<file path="config.mk">
export PLATFORM = sky130hd
export DESIGN_NAME = gbi_div
export DESIGN_NICKNAME = d
export VERILOG_FILES = /design/src/hw/rtl/gbi_pkg.sv /design/src/hw/rtl/gbi_div.sv
export SDC_FILE = /design/constraint.sdc
export NUM_CORES = 1
export LEC_CHECK = 0
export BUFFER_PORTS_ARGS = -buffer_cell sky130_fd_sc_hd__buf_4
export CORE_MARGIN = 2
export CORE_UTILIZATION = 35
export DETAILED_ROUTE_END_ITERATION = 8
export GPL_TIMING_DRIVEN = 0
export PLACE_DENSITY_LB_ADDON = 0.1
export SYNTH_ARGS = -nofsm -noshare
export SYNTH_HDL_FRONTEND = slang
export SYNTH_SLANG_ARGS = --single-unit
</file>
<file path="constraint.sdc">
create_clock -name clk -period 4.1 [get_ports clk]
set_input_delay 0.205 -clock clk [delete_from_list [all_inputs] [get_ports clk]]
set_output_delay 0.205 -clock clk [all_outputs]
set_load 0.02 [all_outputs]
</file>
<file path="src/hw/rtl/gbi_pkg.sv">
// gbi_pkg: shared types and constants of the grid bilinear interpolation core.
// Used by the divider, the top level and the port checker. No dependencies.
package gbi_pkg;

  // Result status codes.
  localparam logic [2:0] ST_BILINEAR = 3'd0;
  localparam logic [2:0] ST_MEAN     = 3'd1;
  localparam logic [2:0] ST_NEIGHBOR = 3'd2;
  localparam logic [2:0] ST_EDGE     = 3'd3;
  localparam logic [2:0] ST_NODATA   = 3'd4;
  localparam logic [2:0] ST_REJECT   = 3'd5;

  // Item kinds.
  localparam logic KIND_WRITE = 1'b0;
  localparam logic KIND_QUERY = 1'b1;

  // Configuration register indexes.
  localparam logic [2:0] REG_X_ORIGIN = 3'd0;
  localparam logic [2:0] REG_Y_ORIGIN = 3'd1;
  localparam logic [2:0] REG_CELL     = 3'd2;
  localparam logic [2:0] REG_NODATA   = 3'd3;
  localparam logic [2:0] REG_COLS     = 3'd4;
  localparam logic [2:0] REG_ROWS     = 3'd5;

  // Shared divider widths.
  localparam int DIV_NW = 34;
  localparam int DIV_DW = 16;

  typedef struct packed {
    logic              go;
    logic [DIV_NW-1:0] num;
    logic [DIV_DW-1:0] den;
  } div_req_t;

  typedef struct packed {
    logic              done;
    logic [DIV_NW-1:0] quot;
    logic [DIV_DW-1:0] rem;
  } div_rsp_t;

  // Fallback neighbor order: row and column selectors.
  typedef enum logic [1:0] {ROW_N, ROW_S0, ROW_S1} nb_row_t;
  typedef enum logic [1:0] {COL_W, COL_C, COL_E} nb_col_t;

  localparam nb_row_t NB_ROW [8] = '{ROW_N, ROW_S1, ROW_S0, ROW_S0,
                                     ROW_N, ROW_N, ROW_S1, ROW_S1};
  localparam nb_col_t NB_COL [8] = '{COL_C, COL_C, COL_W, COL_E,
                                     COL_W, COL_E, COL_W, COL_E};

endpackage

</file>
<file path="src/hw/rtl/gbi_div.sv">
// gbi_div: radix-2 restoring divider, one quotient bit per cycle.
// Depends on gbi_pkg for the request and response structs.
module gbi_div (
  input  logic             clk,
  input  logic             rst,
  input  gbi_pkg::div_req_t req,
  output gbi_pkg::div_rsp_t rsp
);
  import gbi_pkg::*;

  logic [DIV_NW-1:0] q;
  logic [DIV_DW-1:0] r;
  logic [DIV_DW-1:0] d;
  logic [5:0]        cnt;
  logic              run;
  logic              done;
  logic [DIV_DW:0]   shifted;
  logic [DIV_DW:0]   trial;

  assign shifted = {r, q[DIV_NW-1]};
  assign trial   = shifted - {1'b0, d};

  always_ff @(posedge clk) begin
    if (rst) begin
      run  <= 1'b0;
      done <= 1'b0;
    end else begin
      done <= 1'b0;
      if (req.go) begin
        q    <= req.num;
        d    <= req.den;
        r    <= '0;
        cnt  <= 6'(DIV_NW);
        run  <= 1'b1;
      end else if (run) begin
        if (!trial[DIV_DW]) begin
          r <= trial[DIV_DW-1:0];
          q <= {q[DIV_NW-2:0], 1'b1};
        end else begin
          r <= shifted[DIV_DW-1:0];
          q <= {q[DIV_NW-2:0], 1'b0};
        end
        cnt <= cnt - 6'd1;
        if (cnt == 6'd1) begin
          run  <= 1'b0;
          done <= 1'b1;
        end
      end
    end
  end

  assign rsp.done = done;
  assign rsp.quot = q;
  assign rsp.rem  = r;

endmodule

</file>
# After elaboration in Yosys (flattened, before gate mapping)

Index checks and enable logic that the tools add are counted.

Add/subtract/negate cells: 2
Multipliers: 0
Divide/modulo/power cells: 0
$lt $le $gt $ge: 0
Equal/unequal tests: 1
Shift operators: 0
Multiplexer cells: 10
Bitwise gates (word level): 2
Reductions and logical operators: 4

Operators by type and width:

| operator                                                           | number |
|---|---|
| 34-bit 2-to-1 mux                                                  | 2 |
| 16-bit 2-to-1 mux                                                  | 2 |
| 17-bit by 16-bit subtractor with 17-bit output                     | 1 |
| 6-bit by 1-bit == test with 1-bit output, second input constant    | 1 |
| 6-bit 2-to-1 mux                                                   | 1 |
| 6-bit by 1-bit subtractor with 6-bit output, second input constant | 1 |
| 1-bit 2-to-1 mux                                                   | 5 |
| 2-bit AND reduction                                                | 2 |
| 3-bit OR reduction                                                 | 1 |
| 1-bit inverter                                                     | 2 |
| 2-bit nonzero test                                                 | 1 |

Bits in registers: 74
Bits in latches: 0
RAM bits: 0
ROM bits: 0
Output and inout port bits: 51
Logic and storage cells: 25
Memories: 0

# Logic depth before layout (Yosys ltp)

Depth in word-level cells: 4
Gate-level depth with buffers: 11
Mapped depth without buffers: 10

# Worst setup path after synthesis

Ideal clock, no wire load.

Path type: input port to flip-flop
Start: input req[50] (netlist bit)
End: register cnt[0] (enable)
Library setup time: 0.470 ns
Arrival: 3.309 ns
Data required time: 3.630 ns
Path slack: 0.321 ns
Stages on the path: 4
Path buffers: 2
Cells stage by stage: clkbuf_1 > clkbuf_1 > nor2_1 > nor2_1

Cells in the longest elaborated chain, start to end: 2

RTL lines:

| element                              | RTL line      | source |
|---|---|---|
| start, declared                      | gbi_div.sv:6  | `input gbi_pkg::div_req_t req,` |
| 2-bit nonzero test (no source line)  | n/a           |  |
| 2-bit AND reduction (no source line) | n/a           |  |
| end signal, assigned                 | gbi_div.sv:33 | `cnt <= 6'(DIV_NW);` |
| end signal, assigned                 | gbi_div.sv:43 | `cnt <= cnt - 6'd1;` |
| end, declared                        | gbi_div.sv:14 | `logic [5:0] cnt;` |

Every way passes these cells.
A chain may end at the register's enable or synchronous reset.

# Worst setup path after layout

Start: register q[33]
End: register r[13] (data pin)

Cells in the longest elaborated chain, start to end: 3

RTL lines:

| element                                        | RTL line      | source |
|---|---|---|
| start, declared                                | gbi_div.sv:11 | `logic [DIV_NW-1:0] q;` |
| start signal, assigned                         | gbi_div.sv:30 | `q <= req.num;` |
| start signal, assigned                         | gbi_div.sv:38 | `q <= {q[DIV_NW-2:0], 1'b1};` |
| start signal, assigned                         | gbi_div.sv:41 | `q <= {q[DIV_NW-2:0], 1'b0};` |
| 17-bit by 16-bit subtractor with 17-bit output | gbi_div.sv:21 | `assign trial = shifted - {1'b0, d};` |
| 16-bit 2-to-1 mux                              | gbi_div.sv:36 | `if (!trial[DIV_DW]) begin` |
| 16-bit 2-to-1 mux                              | gbi_div.sv:35 | `end else if (run) begin` |
| end signal, assigned                           | gbi_div.sv:37 | `r <= trial[DIV_DW-1:0];` |
| end signal, assigned                           | gbi_div.sv:40 | `r <= shifted[DIV_DW-1:0];` |
| end, declared                                  | gbi_div.sv:12 | `logic [DIV_DW-1:0] r;` |

Every way passes these cells. The select of a mux whose other input is x is not followed.

==> flow_metrics.env <==
export IMPL_rsz0062_at_grt="no"
export IMPL_synth_top_area_share_pct=56.0
export IMPL_synth_commonest_cells="edfxtp_1 (72), mux2_2 (35), nor2_1 (30), inv_1 (23), ha_1 (18)"
export IMPL_syn_area_mm2=0.00386
export IMPL_place_congestion=0.749
export IMPL_crit_arrival_ns=3.09
export IMPL_diodes=0
export IMPL_via_per_inst=4.87
export IMPL_ys_top_cells_by_area="edfxtp_1 (56%), mux2_2 (10%), ha_1 (5.8%)"
export IMPL_path_max_fanout=10
export IMPL_whs_ns=0.0271
export IMPL_yosys_area_top_type="edfxtp_1"
export IMPL_syn_nets=357
export IMPL_grt_ovfl_total=0
export IMPL_maxCapViolations=0
export IMPL_cts_clk_slew_worst_paths_ns=0.08
export IMPL_slew_violations=0
export IMPL_wire_per_inst_um=15.3
export IMPL_period_share_pct=70.9
export IMPL_ys_ff_latch=74
export IMPL_grt_usage_pct=15.4
export IMPL_p_leak_nw=2.13
export IMPL_crit_path_cell_trace="inv_1 > ha_1 > fa_1 > nand2b_1 > a21oi_1 > nor3_1 > o21ai_1 > mux2_4 > buf_12 > o31a_2 > a211oi_2"
export IMPL_yosysMostFrequentCell="edfxtp_1"
export IMPL_row_count=38
export IMPL_powerDensity_mw_per_mm2=430
export IMPL_die_h_um=109
export IMPL_hold_path_class="in -> reg"
export IMPL_seq_area_frac_synth_pct=57.0
export IMPL_synth_warnings=0
export IMPL_critPathSlowestCell="fa_1"
export IMPL_drive_above_1_share_pct=42.2
export IMPL_crit_path_start_kind="flop"
export IMPL_ctsRootBufferMaster="clkbuf_8"
export IMPL_die_w_um=109
export IMPL_grt_max_degree=30
export IMPL_max_freq_mhz=344
export IMPL_cpPeakStageDelay_ns=0.40
export IMPL_synth_cell_type_count=47
export IMPL_pin_count=104
export IMPL_syn_to_final_growth_pct=32.9
export IMPL_synth_edf_count=72
export IMPL_stdcell_count=550
export IMPL_required_ns=4.28
export IMPL_fin_setup_tns_ns=0
export IMPL_firstDrtPassIters=6
export IMPL_antenna_found_initial=0
export IMPL_ant_nets=0
export IMPL_dp_hpwl_um=6160
export IMPL_dominantRegCellSynth="edfxtp_1"
export IMPL_cts_tree="done"
export IMPL_setup_viol=0
export IMPL_async_reset_ff_share_pct=0
export IMPL_wl_um=8400
export IMPL_pre_cts_ws_ns=1.20
export IMPL_dieArea_mm2=0.0119
export IMPL_synthCells=285
export IMPL_status="finished clean"
export IMPL_layout_nets=478
export IMPL_io_buffer_count=102
export IMPL_drc=0
export IMPL_hold_violations=0
export IMPL_cts_made_buffers=9
export IMPL_htree_levels=3
export IMPL_utilization_pct=47.6
export IMPL_vdd_ir_drop_max_mv=0.242
export IMPL_initial_core_util_pct=35.8
export IMPL_worstSetupPathType="reg -> reg"
export IMPL_vias=2677
export IMPL_grt_pass1_wl_um=13800
export IMPL_cts_sinks=74
export IMPL_clock_skew_ns=0.0142
export IMPL_grt_pass1_vias=2831
export IMPL_clock_latency_ns=0.35
export IMPL_slew_headroom_pct=60.4
export IMPL_setup_ws_ns=1.19
export IMPL_period_needed_ns=2.91
export IMPL_cts_path_max_buffers=2
export IMPL_drt_iter0_drc=64
export IMPL_endpoint_kind="flop"
export IMPL_tightest_slew_ns=0.594
export IMPL_dp_cells=530
export IMPL_syn_area_per_cell_um2=13.6
export IMPL_core_area_mm2=0.0108
## area by class of cell
class                           instances  area [um2]
Tap cell                              140         175
Clock inverter                          5        80.1
Sequential cell                        74        2200
Timing Repair Buffer                  110         878
Inverter                               23        86.3
Clock buffer                           10         128
Fill cell                             989        5660
Buffer                                  9        61.3
Multi-Input combinational cell        179        1520
## flip-flops by register name (all words and copies together), names as in the netlist
signal,count
done,1
r,16
cnt,6
q,34
run,1
d,16
## placed cells by master (no fill, tap or decap), types with 2 or more instances in the layout
cell,netlist,routed
o21ai_1,3,3
and3_1,4,4
buf_12,1,2
dlygate4sd3_1,0,5
clkbuf_1,6,7
a31oi_1,2,2
a21o_1,6,6
nor2b_1,3,3
nand2_1,3,3
nor2_2,1,2
xor2_1,5,5
nor2_1,30,28
a21oi_1,7,7
o21ai_0,3,3
a311oi_2,2,2
inv_1,23,23
buf_4,1,103
mux2_2,35,35
a211oi_1,2,2
bufinv_16,0,2
clkbuf_8,0,9
dfxtp_1,2,2
edfxtp_1,72,72
xnor2_1,10,10
ha_1,18,18
clkinvlp_4,0,2
a211oi_2,3,3
nand2b_1,2,2
nor3_1,4,4
o211ai_1,3,3
mux2i_1,11,11
o21a_1,3,3
a311oi_1,2,2
## critical path: cells and delay by family, from the launching register on
family                     cells  cell delay (ns)
AOI/OAI and AO/OA              4             0.87
adders and majority gates      2             0.62
buffers and inverters          2             0.21
DFF                            1             0.37
muxes                          1             0.38
and+or+nand+nor                2             0.27
## kinds of logic after synthesis
family	after synthesis	share of synthesized area (%)
AO/OA/AOI/OAI	45	9.49
multiplexers	47	13.4
AND/OR/NAND/NOR	53	6.51
XOR/XNOR	15	3.40
adder cells (fa/ha/maj)	19	6.35
buffers and inverters	32	3.82
flip-flops	74	57.0
## stage by stage
stage / cell area (um2) / total power, mW
3_3_place_gp: 4800 / 1.59
3_5_place_dp: 4880 / 1.60
4_1_cts: 5130 / 2.24
5_1_grt: 5130 / 2.32
6_report: 5130 / 2.21
2_1_floorplan: 3860 / 1.41
## final timing paths
| kind | from | end | slack [ns] | depth (start not counted) |
|---|---|---|---|---|
| worst max-delay path | q[33] | r[13] | 1.19 | 11 |
| worst max register to register | q[33] | r[13] | 1.19 | 11 |
| worst min-delay path | req[8] | d[8] | 0.03 | 1 |
| worst min register to register | run | done | 0.49 | 1 |
## metal layers
layer	track usage, %	routed length [um]	vias to the layer above	share of wire, %
li1	-	-	1303	-
met2	24.6	3970	81	47
met4	5.31	139	0	1.7
met3	6.22	644	13	7.7
met1	18.7	3650	1280	43
met5	0	0	-	0
## what timing repair did
action                                 CTS  global route
setup buffers                            0             0
endpoints found under the hold margin    5             0
hold buffers                             5             0
resized for setup                        0             0
## power by group
part,total (mW),internal (mW),switching [mW]
combinational,0.636,0.312,0.324
clock,0.621,0.339,0.282
sequential,0.950,0.913,0.0371
Note: power is estimated with default switching activity, not from simulation.
